==> src/pss_pkg.sv <==
// pss_pkg: shared types and constants of the periodic slot scheduler
// depends on nothing; used by pss_ctrl and periodic_slot_scheduler_core
`timescale 1ns / 1ps

package pss_pkg;

  localparam int unsigned ACTION_W    = 3;
  localparam int unsigned SLOT_W      = 4;
  localparam int unsigned PERIOD_W    = 16;
  localparam int unsigned DEF_SLOTS   = 16;
  localparam int unsigned MAX_RESULTS = 16;
  localparam int unsigned REP_W       = $clog2(MAX_RESULTS + 1);

  typedef enum logic [ACTION_W-1:0] {
    ACT_TICK   = 3'd0,
    ACT_ADD    = 3'd1,
    ACT_PAUSE  = 3'd2,
    ACT_RESUME = 3'd3,
    ACT_SET    = 3'd4
  } action_e;

  typedef enum logic [1:0] {
    ST_IDLE,
    ST_RESUME,
    ST_WALK
  } state_e;

endpackage

==> src/pss_slot_ram.sv <==
// pss_slot_ram: slot table memory, one write port and one registered read port
// holds interval and counter of every slot; no package dependency
`timescale 1ns / 1ps

module pss_slot_ram #(
  parameter int unsigned DEPTH = 16,
  parameter int unsigned WIDTH = 32
) (
  input  logic                     clk_i,
  input  logic                     we_i,
  input  logic [$clog2(DEPTH)-1:0] waddr_i,
  input  logic [WIDTH-1:0]         wdata_i,
  input  logic                     re_i,
  input  logic [$clog2(DEPTH)-1:0] raddr_i,
  output logic [WIDTH-1:0]         rdata_o
);

  logic [WIDTH-1:0] mem [DEPTH];
  logic [WIDTH-1:0] rdata_q;

  always_ff @(posedge clk_i) begin
    if (we_i) begin
      mem[waddr_i] <= wdata_i;
    end
  end

  always_ff @(posedge clk_i) begin
    if (re_i) begin
      rdata_q <= mem[raddr_i];
    end
  end

  assign rdata_o = rdata_q;

endmodule

==> src/pss_ctrl.sv <==
// pss_ctrl: command decode, slot flags, tick walk over the slot memory and result register
// depends on pss_pkg; drives the ports of pss_slot_ram
`timescale 1ns / 1ps

module pss_ctrl #(
  parameter int unsigned SLOTS = pss_pkg::DEF_SLOTS
) (
  input  logic                                 clk_i,
  input  logic                                 rst_ni,
  input  logic                                 in_valid_i,
  output logic                                 in_stall_o,
  input  logic [pss_pkg::ACTION_W-1:0]         action_i,
  input  logic [pss_pkg::SLOT_W-1:0]           slot_i,
  input  logic [pss_pkg::PERIOD_W-1:0]         period_i,
  output logic                                 out_valid_o,
  input  logic                                 out_stall_i,
  output logic [pss_pkg::SLOT_W-1:0]           due_slot_o,
  output logic                                 last_due_o,
  output logic                                 ram_we_o,
  output logic [$clog2(SLOTS)-1:0]             ram_waddr_o,
  output logic [2*pss_pkg::PERIOD_W-1:0]       ram_wdata_o,
  output logic                                 ram_re_o,
  output logic [$clog2(SLOTS)-1:0]             ram_raddr_o,
  input  logic [2*pss_pkg::PERIOD_W-1:0]       ram_rdata_i
);

  localparam int unsigned IDX_W = $clog2(SLOTS);
  localparam int unsigned CNT_W = $clog2(SLOTS + 1);
  localparam int unsigned PW    = pss_pkg::PERIOD_W;

  pss_pkg::state_e  state_q, state_d;
  pss_pkg::action_e act;

  logic [SLOTS-1:0]              en_q, en_d;
  logic [SLOTS-1:0]              reg_q, reg_d;
  logic [CNT_W-1:0]              issue_q, issue_d;
  logic                          rd_vld_q, rd_vld_d;
  logic [IDX_W-1:0]              rd_idx_q, rd_idx_d;
  logic [pss_pkg::REP_W-1:0]     rep_q, rep_d;
  logic                          pend_vld_q, pend_vld_d;
  logic [pss_pkg::SLOT_W-1:0]    pend_slot_q, pend_slot_d;
  logic                          out_vld_q, out_vld_d;
  logic [pss_pkg::SLOT_W-1:0]    out_slot_q, out_slot_d;
  logic                          out_last_q, out_last_d;

  logic             slot_ok;
  logic [IDX_W-1:0] sidx;
  logic [PW-1:0]    intv;
  logic [PW-1:0]    cnt_dec;
  logic             cur_act;
  logic             is_zero;
  logic             report;
  logic             hold;
  logic             out_free;
  logic             out_load;

  assign act      = pss_pkg::action_e'(action_i);
  assign slot_ok  = 32'(slot_i) < SLOTS;
  assign sidx     = IDX_W'(slot_i);
  assign intv     = ram_rdata_i[2*PW-1:PW];
  assign cnt_dec  = ram_rdata_i[PW-1:0] - {{(PW-1){1'b0}}, 1'b1};
  assign is_zero  = (cnt_dec == '0);
  assign cur_act  = rd_vld_q && en_q[rd_idx_q] && reg_q[rd_idx_q];
  assign report   = cur_act && is_zero && (rep_q < pss_pkg::REP_W'(pss_pkg::MAX_RESULTS));
  assign out_free = !out_vld_q || !out_stall_i;
  assign hold     = report && pend_vld_q && !out_free;

  always_comb begin
    state_d     = state_q;
    en_d        = en_q;
    reg_d       = reg_q;
    issue_d     = issue_q;
    rd_vld_d    = rd_vld_q;
    rd_idx_d    = rd_idx_q;
    rep_d       = rep_q;
    pend_vld_d  = pend_vld_q;
    pend_slot_d = pend_slot_q;
    out_load    = 1'b0;
    out_slot_d  = out_slot_q;
    out_last_d  = out_last_q;
    ram_we_o    = 1'b0;
    ram_waddr_o = rd_idx_q;
    ram_wdata_o = ram_rdata_i;
    ram_re_o    = 1'b0;
    ram_raddr_o = issue_q[IDX_W-1:0];
    in_stall_o  = (state_q != pss_pkg::ST_IDLE);

    case (state_q)
      pss_pkg::ST_IDLE: begin
        if (in_valid_i) begin
          case (act)
            pss_pkg::ACT_TICK: begin
              state_d  = pss_pkg::ST_WALK;
              issue_d  = '0;
              rd_vld_d = 1'b0;
              rep_d    = '0;
            end
            pss_pkg::ACT_ADD: begin
              if (slot_ok) begin
                ram_we_o    = 1'b1;
                ram_waddr_o = sidx;
                ram_wdata_o = {period_i, period_i};
                en_d[sidx]  = 1'b1;
                reg_d[sidx] = 1'b1;
              end
            end
            pss_pkg::ACT_PAUSE: begin
              if (slot_ok) begin
                en_d[sidx] = 1'b0;
              end
            end
            pss_pkg::ACT_RESUME: begin
              if (slot_ok && reg_q[sidx]) begin
                en_d[sidx]  = 1'b1;
                ram_re_o    = 1'b1;
                ram_raddr_o = sidx;
                rd_idx_d    = sidx;
                state_d     = pss_pkg::ST_RESUME;
              end
            end
            pss_pkg::ACT_SET: begin
              if (slot_ok) begin
                ram_we_o    = 1'b1;
                ram_waddr_o = sidx;
                ram_wdata_o = {period_i, period_i};
              end
            end
            default: ;
          endcase
        end
      end

      pss_pkg::ST_RESUME: begin
        // reload counter from the interval just read
        ram_we_o    = 1'b1;
        ram_waddr_o = rd_idx_q;
        ram_wdata_o = {intv, intv};
        state_d     = pss_pkg::ST_IDLE;
      end

      pss_pkg::ST_WALK: begin
        if (!hold) begin
          if (cur_act) begin
            ram_we_o    = 1'b1;
            ram_waddr_o = rd_idx_q;
            ram_wdata_o = {intv, is_zero ? intv : cnt_dec};
          end
          if (report) begin
            if (pend_vld_q) begin
              out_load   = 1'b1;
              out_slot_d = pend_slot_q;
              out_last_d = 1'b0;
            end
            pend_vld_d  = 1'b1;
            pend_slot_d = pss_pkg::SLOT_W'(rd_idx_q);
            rep_d       = rep_q + 1'b1;
          end
          if (issue_q < CNT_W'(SLOTS)) begin
            ram_re_o    = 1'b1;
            ram_raddr_o = issue_q[IDX_W-1:0];
            rd_idx_d    = issue_q[IDX_W-1:0];
            rd_vld_d    = 1'b1;
            issue_d     = issue_q + 1'b1;
          end else begin
            rd_vld_d = 1'b0;
          end
          // walk finished: last pending report goes out flagged
          if ((issue_q == CNT_W'(SLOTS)) && !rd_vld_q) begin
            if (pend_vld_q) begin
              if (out_free) begin
                out_load   = 1'b1;
                out_slot_d = pend_slot_q;
                out_last_d = 1'b1;
                pend_vld_d = 1'b0;
                state_d    = pss_pkg::ST_IDLE;
              end
            end else begin
              state_d = pss_pkg::ST_IDLE;
            end
          end
        end
      end

      default: state_d = pss_pkg::ST_IDLE;
    endcase

    if (out_load) begin
      out_vld_d = 1'b1;
    end else if (!out_stall_i) begin
      out_vld_d = 1'b0;
    end else begin
      out_vld_d = out_vld_q;
    end
  end

  always_ff @(posedge clk_i or negedge rst_ni) begin
    if (!rst_ni) begin
      state_q    <= pss_pkg::ST_IDLE;
      en_q       <= '0;
      reg_q      <= '0;
      issue_q    <= '0;
      rd_vld_q   <= 1'b0;
      rd_idx_q   <= '0;
      rep_q      <= '0;
      pend_vld_q <= 1'b0;
      out_vld_q  <= 1'b0;
    end else begin
      state_q    <= state_d;
      en_q       <= en_d;
      reg_q      <= reg_d;
      issue_q    <= issue_d;
      rd_vld_q   <= rd_vld_d;
      rd_idx_q   <= rd_idx_d;
      rep_q      <= rep_d;
      pend_vld_q <= pend_vld_d;
      out_vld_q  <= out_vld_d;
    end
  end

  always_ff @(posedge clk_i) begin
    pend_slot_q <= pend_slot_d;
    out_slot_q  <= out_slot_d;
    out_last_q  <= out_last_d;
  end

  assign out_valid_o = out_vld_q;
  assign due_slot_o  = out_slot_q;
  assign last_due_o  = out_last_q;

`ifndef SYNTHESIS
  a_rep_bound: assert property (@(posedge clk_i) disable iff (!rst_ni)
    rep_q <= pss_pkg::REP_W'(pss_pkg::MAX_RESULTS))
    else $error("report count above limit");

  a_no_rw_overlap: assert property (@(posedge clk_i) disable iff (!rst_ni)
    !(ram_we_o && ram_re_o && (ram_waddr_o == ram_raddr_o)))
    else $error("read and write of the same slot in one cycle");

  a_walk_flushed: assert property (@(posedge clk_i) disable iff (!rst_ni)
    (state_q == pss_pkg::ST_WALK && state_d == pss_pkg::ST_IDLE) |=> !pend_vld_q)
    else $error("walk ended with a report still pending");

  a_no_overwrite: assert property (@(posedge clk_i) disable iff (!rst_ni)
    out_load |-> out_free)
    else $error("result register overwritten while stalled");

  a_tick_walk: assert property (@(posedge clk_i) disable iff (!rst_ni)
    (in_valid_i && !in_stall_o && act == pss_pkg::ACT_TICK) |=>
      (state_q == pss_pkg::ST_WALK))
    else $error("tick did not start a walk");
`endif

endmodule

==> src/periodic_slot_scheduler_core.sv <==
// periodic_slot_scheduler_core: top level of the periodic slot scheduler
// depends on pss_pkg, pss_slot_ram and pss_ctrl
//
// input channel (in_valid_i / in_stall_o): one command per transaction, action_i
// selects tick, add, pause, resume or set interval, slot_i and period_i give the
// slot and its interval. output channel (out_valid_o / out_stall_i): one transaction
// per slot that came due on a tick, in slot order, last_due_o marks the final one.
// add, pause and set interval are done in the idle state; resume reads the interval and
// then writes the counter. a tick walks the slot memory one entry per cycle, unless held,
// through its single read port and single write port; the walk is held while the output
// is stalled while two reports are already waiting. a due slot is held
// back until the next due slot or the end of the walk shows whether it is the last,
// so the first result appears at the second due slot or at the end of the walk.
// a result waits in an output register; a new command is taken while it waits.
// reset clears the enabled and registered marks of every slot and empties the
// output; the interval and counter memory is not cleared and needs no clearing pass.
`timescale 1ns / 1ps

module periodic_slot_scheduler_core #(
  parameter int unsigned SLOTS = pss_pkg::DEF_SLOTS
) (
  input  logic                         clk_i,
  input  logic                         rst_ni,
  input  logic                         in_valid_i,
  output logic                         in_stall_o,
  input  logic [pss_pkg::ACTION_W-1:0] action_i,
  input  logic [pss_pkg::SLOT_W-1:0]   slot_i,
  input  logic [pss_pkg::PERIOD_W-1:0] period_i,
  output logic                         out_valid_o,
  input  logic                         out_stall_i,
  output logic [pss_pkg::SLOT_W-1:0]   due_slot_o,
  output logic                         last_due_o
);

  localparam int unsigned IDX_W  = $clog2(SLOTS);
  localparam int unsigned WORD_W = 2 * pss_pkg::PERIOD_W;

  logic              ram_we;
  logic [IDX_W-1:0]  ram_waddr;
  logic [WORD_W-1:0] ram_wdata;
  logic              ram_re;
  logic [IDX_W-1:0]  ram_raddr;
  logic [WORD_W-1:0] ram_rdata;

  pss_ctrl #(
    .SLOTS (SLOTS)
  ) u_ctrl (
    .clk_i       (clk_i),
    .rst_ni      (rst_ni),
    .in_valid_i  (in_valid_i),
    .in_stall_o  (in_stall_o),
    .action_i    (action_i),
    .slot_i      (slot_i),
    .period_i    (period_i),
    .out_valid_o (out_valid_o),
    .out_stall_i (out_stall_i),
    .due_slot_o  (due_slot_o),
    .last_due_o  (last_due_o),
    .ram_we_o    (ram_we),
    .ram_waddr_o (ram_waddr),
    .ram_wdata_o (ram_wdata),
    .ram_re_o    (ram_re),
    .ram_raddr_o (ram_raddr),
    .ram_rdata_i (ram_rdata)
  );

  pss_slot_ram #(
    .DEPTH (SLOTS),
    .WIDTH (WORD_W)
  ) u_slot_ram (
    .clk_i   (clk_i),
    .we_i    (ram_we),
    .waddr_i (ram_waddr),
    .wdata_i (ram_wdata),
    .re_i    (ram_re),
    .raddr_i (ram_raddr),
    .rdata_o (ram_rdata)
  );

endmodule
==> config.mk <==
export PLATFORM = sky130hd
export DESIGN_NAME = periodic_slot_scheduler_core
export DESIGN_NICKNAME = d
export VERILOG_FILES = /design/src/pss_pkg.sv /design/src/pss_slot_ram.sv /design/src/pss_ctrl.sv /design/src/periodic_slot_scheduler_core.sv
export SDC_FILE = /design/constraint.sdc
export NUM_CORES = 1
export LEC_CHECK = 0
export ABC_AREA = 0
export BUFFER_PORTS_ARGS = -buffer_cell sky130_fd_sc_hd__buf_4
export CORE_MARGIN = 1
export CORE_UTILIZATION = 57
export DETAILED_ROUTE_END_ITERATION = 10
export GPL_TIMING_DRIVEN = 0
export PLACE_DENSITY = 0.81
export SLEW_MARGIN = 20
export SYNTH_ARGS = -nofsm -noshare
export SYNTH_HDL_FRONTEND = slang
export SYNTH_SLANG_ARGS = --single-unit
==> constraint.sdc <==
create_clock -name clk_i -period 4.5 [get_ports clk_i]
set_input_delay 0.9 -clock clk_i [delete_from_list [all_inputs] [get_ports clk_i]]
set_output_delay 0.9 -clock clk_i [all_outputs]
set_load 0.05 [all_outputs]
**Word-level counts from Yosys, hierarchy flattened**

Memory sizes are Yosys's and may differ from the RTL's. A register that Yosys moved wholly into a read port is not among the register bits.
Index checks and enable logic that the tools add are counted.

- Flip-flop bits (word level): 60
- Bits in latches: 0
- Memory bits (writable): 512
- ROM bits: 0
- Input bits: 27
- Output and inout bits: 7
- Word-level logic and storage cells: 160
- Memories kept: 1

Memory list:

| name | words | width | rd ports | clocked after memory_dff | write ports | RTL line | RTL |
|---|---|---|---|---|---|---|---|
| u_slot_ram.mem | 16 | 32 | 1 | 1 | 1 | pss_slot_ram.sv:18 | `logic [WIDTH-1:0] mem [DEPTH];` |

- Add/subtract/negate cells: 3
- Multiply operators: 0
- Divide/modulo/power cells: 0
- Order comparisons: 5
- Equality and inequality tests: 20
- Shifts and indexed selects: 0
- Multiplexer cells: 85
- Bitwise gates (word level): 5
- Reduce and logical (&&, ||, !) cells: 29

Operators by type and width:

| kind | number |
|---|---|
| 32-bit one-hot mux with 3 select lines | 1 |
| 4-bit 2-to-1 mux | 17 |
| 16-bit 2-to-1 mux | 4 |
| 32-bit 2-to-1 mux | 2 |
| 16-bit one-hot mux with 3 select lines | 1 |
| 1-bit 2-to-1 mux | 36 |
| 16-bit OR | 2 |
| 5-bit 2-to-1 mux | 6 |
| 5-bit one-hot mux with 2 select lines | 2 |
| 16-bit AND | 1 |
| 16-bit zero test | 1 |
| 16-bit inverter | 1 |
| 16-bit by 1-bit subtractor with 16-bit output, second input constant | 1 |
| 1-bit binary-select mux with 4-bit select | 3 |
| 2-bit 2-to-1 mux | 6 |
| 2-bit by 1-bit inequality test with 1-bit output, second input constant | 6 |
| 6-bit AND reduction | 2 |
| 5-bit by 1-bit adder with 5-bit output, second input constant | 2 |
| 4-bit by 5-bit < comparator with 1-bit output, second input constant | 2 |
| 5-bit < comparator, second input constant | 2 |
| 5-bit AND reduction | 2 |
| 1-bit logical AND | 8 |
| 2-bit inequality test, second input constant | 4 |
| 2-bit one-hot mux with 2 select lines | 2 |
| 24 further kinds | 33 |

**Depth between registers and ports, before layout**

- Word-level depth: 13
- Gate-level depth with buffers: 12
- Depth with buffers taken out: 9

**Hierarchy**

From an unflattened synthesis, not the netlist that was laid out.

- Cell total of the unflattened synthesis: 1390
- Area total of the unflattened synthesis: 24842.6 um^2

By module, submodules not included:

| module | times used | cells each | area an instance (um^2) | seq. area each (um^2) |
|---|---|---|---|---|
| pss_slot_ram | 1 | 838 | 20155.6 | 16335.7 |
| pss_ctrl | 1 | 552 | 4687.0 | 1546.5 |

**Least setup slack after synthesis**

No wires, ideal clock.

- Path type: reg2reg
- Start point: register u_slot_ram.rdata_q[0] (netlist: u_slot_ram.rdata_o[0]), read port of u_slot_ram.mem
- End point: memory u_slot_ram.mem[5][0], enable pin
- Library setup time: 0.421 ns
- Arrival time: 4.113 ns
- Data required time: 4.079 ns
- Path slack: -0.034 ns
- Cell stages (with the launch flop): 11
- Path buffers: 1
- Clock period less this slack: 4.534 ns
- Cell sequence: edfxtp_1 inv_1 ha_1 or4b_1 or3_1 xnor2_1 a2111oi_1 a211oi_1 clkbuf_1 o21ai_1 nor2_1

- Cells in the longest elaborated chain, start to end: 10

Ends and longest elaborated chain:

| what | RTL line | RTL |
|---|---|---|
| start: declaration | pss_slot_ram.sv:19 | `logic [WIDTH-1:0] rdata_q;` |
| 16-bit by 1-bit subtractor with 16-bit output | pss_ctrl.sv:61 | `assign cnt_dec = ram_rdata_i[PW-1:0] - {{(PW-1){1'b0}}, 1'b1};` |
| 16-bit zero test | pss_ctrl.sv:62 | `assign is_zero = (cnt_dec == '0);` |
| 1-bit logical AND (2 in a row) | pss_ctrl.sv:64 | `assign report = cur_act && is_zero && (rep_q < pss_pkg::REP_W'(pss_pkg::MAX_RESULTS));` |
| 1-bit logical AND (2 in a row) | pss_ctrl.sv:66 | `assign hold = report && pend_vld_q && !out_free;` |
| 1-bit 2-to-1 mux | pss_ctrl.sv:142 | `if (!hold) begin` |
| 1-bit one-hot mux with 3 select lines | pss_ctrl.sv:88 | `case (state_q)` |
| 1-bit 2-to-1 mux | pss_slot_ram.sv:22 | `if (we_i) begin` |
| 1-bit 2-to-1 mux (implied by the code) | pss_slot_ram.sv:23 | `mem[waddr_i] <= wdata_i;` |
| end: declaration | pss_slot_ram.sv:18 |  |

Every way passes these cells.

**Final worst setup path**

- Start point: register u_ctrl.state_q[0]
- End point: register u_slot_ram.rdata_q[6] (netlist: u_slot_ram.rdata_o[6]), read port of u_slot_ram.mem (data pin)

- Cells in the longest elaborated chain, start to end: 2
- Elaborated cells between the ends (all ways): 4
- Classes of those cells: 1 x eq/ne; 2 x mux; 1 x reduce/logical

Ends and longest elaborated chain:

| what | RTL line | RTL |
|---|---|---|
| start: declaration | pss_ctrl.sv:31 | `pss_pkg::state_e state_q, state_d;` |
| start signal: assignment | pss_ctrl.sv:198 | `state_q <= pss_pkg::ST_IDLE;` |
| start signal: assignment | pss_ctrl.sv:208 | `state_q <= state_d;` |
| 2-bit == test or 2-bit zero test (tied branches) | pss_ctrl.sv:88 |  |
| 1-bit one-hot mux with 2 select lines or 4-bit 2-to-1 mux (tied branches) | n/a |  |

Several ways; a longest one is shown, not always the timed one.
A chain may end at the register's enable or synchronous reset.

==> flow_summary.toml <==
[power]
sw_frac_of_total_pct = 35.3
comb_power_share_pct = 33.2
cellLeakagePower_nw = 10.7
p_switching_w = 0.00687
pwr-share-clk_pct = 24.7
intPower_w = 0.0126
vdd_drop_max_mv = 0.439
power_density_nw_per_um2 = 666
seq_power_share_pct = 42.1

[layout]
area_growth_pct = 16.7
drive_gt1_share_pct = 16.3
num_antenna_cells = 0
stdcell_count = 2399
final.fill_count = 2802
final_nets = 1798

[place]
gp_congestion = 1.03
portBuffers = 32
dp_hpwl_mm = 45.7
pre_cts_ws_ns = -0.547
place_inst = 2278

[yosys]
synth_edf_count = 553
syn_avg_cell_area_sq_um = 15.4
synth_fp_nets = 1661
syn_inst = 1629
synth_top_flop_cell = "edfxtp_1"
yosysSeqAreaShare_pct = 71.4
synth_warnings = 0
syn-cell-area_sq_um = 25000
synth-seq-cells = 604
synth.distinct_cells = 66
ys_async_sr_fraction_pct = 8.44

[critical_path]
cp.required_ns = 4.81
crit_path_top_delay_cell = "a41oi_1"
crit_cells = 12
end_kind = "register"
critPathArrivalTime_ns = 4.85
r2r-end = "u_slot_ram.rdata_o[6]"
worstPathCellList = "buf_2 -> or4b_4 -> or3_1 -> o32a_1 -> buf_6 -> clkinv_2 -> buf_6 -> nor3_1 -> a41oi_1 -> buf_2 -> o22ai_1 -> or4_1"
rrSetupSlack_ns = -0.04
cp_top_family = "simple AND/OR/NAND/NOR gates"
rr_worst_depth = 12
r2r-start = "u_ctrl.state_q[0]"
cp-endpoint = "u_slot_ram.rdata_o[6]"
cp_max_fo = 10
slowest_delay_ns = 0.74
path_buf_inv = 5
crit_path_start = "u_ctrl.state_q[0]"
crit_type = "register to register"
startpoint_type = "register"

[die]
start_util_pct = 58.0
core_area_sq_um = 43200
die_w_um = 212
dieArea_sq_um = 44800
pin_count = 34
rows = 76
die_h_um = 212

[clocking]
cts_tree = "built"
hold_buffers = 0
cts.clk_slew.worst_paths_ns = 0.07
cts.sinks = 604
htreeDepth = 2
cts_buffers = 57
root_buffer = "clkbuf_16"
clock_latency_ns = 0.64
clockBufferDepth = 3

[routing]
first_pass_iters = 6
vias_per_cell = 6.68
drc = 0
ant_nets = 0
num_vias = 16000
drt_iter0_drc = 2517
wl_per_cell_um = 28.9
routed_wl_mm = 69.4

[status]
status = "complete, but fails checks"
violations = "setup timing"

[sta]
period_minus_slack_ns = 4.54
hold_violations = 0
maxSlewViolCount = 0
whs_ns = 0.296
rsz0062_at_grt = "yes"
timing.fmax_mhz = 220
skew_ns = 0.0423
slew_headroom_pct = 24.1
setup_viol = 1
finalCritPeriodShare_pct = 101
worst_slack_ns = -0.0391
worst_pin_slew_ns = 1.13

[global_route]
grtUsageTotal_pct = 31.2
grt_use_met3_pct = 7.28
use_met1_pct = 41.1
grt_pass1_wl_mm = 98.8
grt_pass1_vias = 15600
global_route.usage.met2_pct = 48.5
busiest_layer = "met2"
grt_overflow = 0
antenna_found_initial = 2
grt_max_degree = 52

[min_path]
hold_class = "primary input to asynchronous set/reset pin"

[job]
maxCapViolCount = 0
## state kept, by name (all words and copies together) (netlist names), named ones only
signal	flops
u_ctrl.rd_vld_q	1
u_ctrl.due_slot_o	4
u_ctrl.issue_q	5
u_ctrl.last_due_o	1
u_ctrl.rep_q	5
u_ctrl.pend_vld_q	1
u_slot_ram.rdata_o	32
u_slot_ram.mem	512
u_ctrl.out_valid_o	1
u_ctrl.rd_idx_q	4
u_ctrl.state_q	2
u_ctrl.reg_q	16
u_ctrl.pend_slot_q	4
## power by group through the flow
stage / logic [W] / clock network, W / registers, W
floorplan: 0.00365 / 0 / 0.00820
global placement: 0.00552 / 0 / 0.00831
detailed placement: 0.00601 / 0 / 0.00828
CTS: 0.00617 / 0.00483 / 0.00816
global route: 0.00670 / 0.00503 / 0.00821
finish: 0.00646 / 0.00481 / 0.00820
## layout make-up
cell class,instances,area [sq um],share of cell area (%)
tap,585,732,2.51
sequential,604,17900,61.2
timing repair buffer,78,1220,4.17
clock inverter,37,389,1.33
buffer,97,493,1.69
inverter,15,57.6,0.197
clock buffer,70,1500,5.12
multi-input combinational,913,6950,23.8
## worst register-to-register path: stages (launching register included)
cell and delay (ns):
dfrtp_1 0.38, buf_2 0.21, or4b_4 0.57, or3_1 0.33, o32a_1 0.31, buf_6 0.15
clkinv_2 0.08, buf_6 0.15, nor3_1 0.07, a41oi_1 0.74, buf_2 0.53, o22ai_1 0.16
or4_1 0.55
## worst min path at each step
stage / startpoint / to / cells past startpoint
detailed placement: u_ctrl.reg_q[7] / u_ctrl.reg_q[7] / 1
finish: rst_ni / u_ctrl.reg_q[14] / 1
global route: rst_ni / asynchronous set/reset pin / 1
floorplan: u_ctrl.reg_q[7] / u_ctrl.reg_q[7] / 1
CTS: rst_ni / u_ctrl.reg_q[14] / 1
global placement: u_ctrl.reg_q[7] / u_ctrl.reg_q[7] / 1
## placed cells by master (no fill, tap or decap), types with 21 or more instances in the layout
cell       count
a21oi_1       29
buf_16        26
buf_2         25
buf_4         50
clkbuf_1      53
clkbuf_16     57
dfrtp_1       51
edfxtp_1     553
mux2_2        28
mux2i_1      279
nand2_1      105
nor2_1        66
o21ai_0       21
o22ai_1      128
or4_1         33
## per-stage QoR
stage	TNS, ns	util [%]	instance area (sq um)	power (W)
2_1_floorplan	-9.77	-	25000	0.0119
3_3_place_gp	-1309.86	60.2	26000	0.0138
3_5_place_dp	-160.92	62.5	27000	0.0143
4_1_cts	-1.80	67.4	29100	0.0192
5_1_grt	-0.0188	67.7	29200	0.0199
6_report	-0.0391	67.7	29200	0.0195
## kinds of logic (layout without fill, tap and decap cells)
kind of cell               after synthesis  count (layout)  share of synthesized area, %
xor gates and xnor gates                11              11                         0.385
muxes                                  309             309                          12.5
buffers and inverters                  112             297                          2.07
adders and majority gates                5               5                         0.250
and+or+nand+nor                        310             310                          5.97
DFF                                    604             604                          71.4
AOI/OAI and AO/OA                      278             278                          7.33
## cells in the mapped netlist, types with 3 or more instances
master / n / area share [%]
nor4_1: 7 / 0.17
nor3b_1: 3 / 0.090
nor2b_1: 8 / 0.20
ha_1: 5 / 0.25
or2_2: 3 / 0.075
or4_1: 33 / 0.99
mux2i_1: 280 / 11
nand4_1: 3 / 0.075
a21oi_1: 31 / 0.62
o31ai_1: 3 / 0.090
nor3_1: 21 / 0.42
o22ai_1: 128 / 3.2
buf_2: 27 / 0.54
nand2_1: 105 / 1.6
inv_1: 13 / 0.19
xnor2_1: 9 / 0.31
edfxtp_1: 553 / 66
nand2b_1: 5 / 0.12
buf_6: 4 / 0.18
o21ai_1: 8 / 0.16
mux2_2: 28 / 1.3
o21a_1: 3 / 0.090
a21o_1: 10 / 0.30
nor2_1: 82 / 1.2
a221o_1: 4 / 0.16
nand3_1: 16 / 0.32
o21ai_0: 25 / 0.50
o2111ai_1: 6 / 0.21
a31o_2: 3 / 0.10
a41o_1: 4 / 0.16
buf_4: 9 / 0.27
or3_1: 8 / 0.20
dfrtp_1: 51 / 5.1
a31oi_1: 7 / 0.17
o211ai_1: 4 / 0.12
a41oi_1: 3 / 0.10
nand3b_1: 5 / 0.15
a22o_1: 5 / 0.17
o221ai_1: 5 / 0.17
clkbuf_1: 55 / 0.82
and2_1: 4 / 0.10
o21bai_1: 12 / 0.36
## layer usage
metal  wire length [um]  part of all wire [%]  vias up
met5                 21                 0.030        -
met2              31700                    46     1218
met3               8450                    12      269
li1                   -                     -     6678
met4               3820                   5.5        4
met1              25400                    37     7855
## repair_timing
item | CTS | global route
setup endpoints to repair | 670 | 613
setup buffers | 10 | 4
gates resized for setup | 25 | 32
pin swaps | 9 | 4
(Power assumes the default switching activity.)
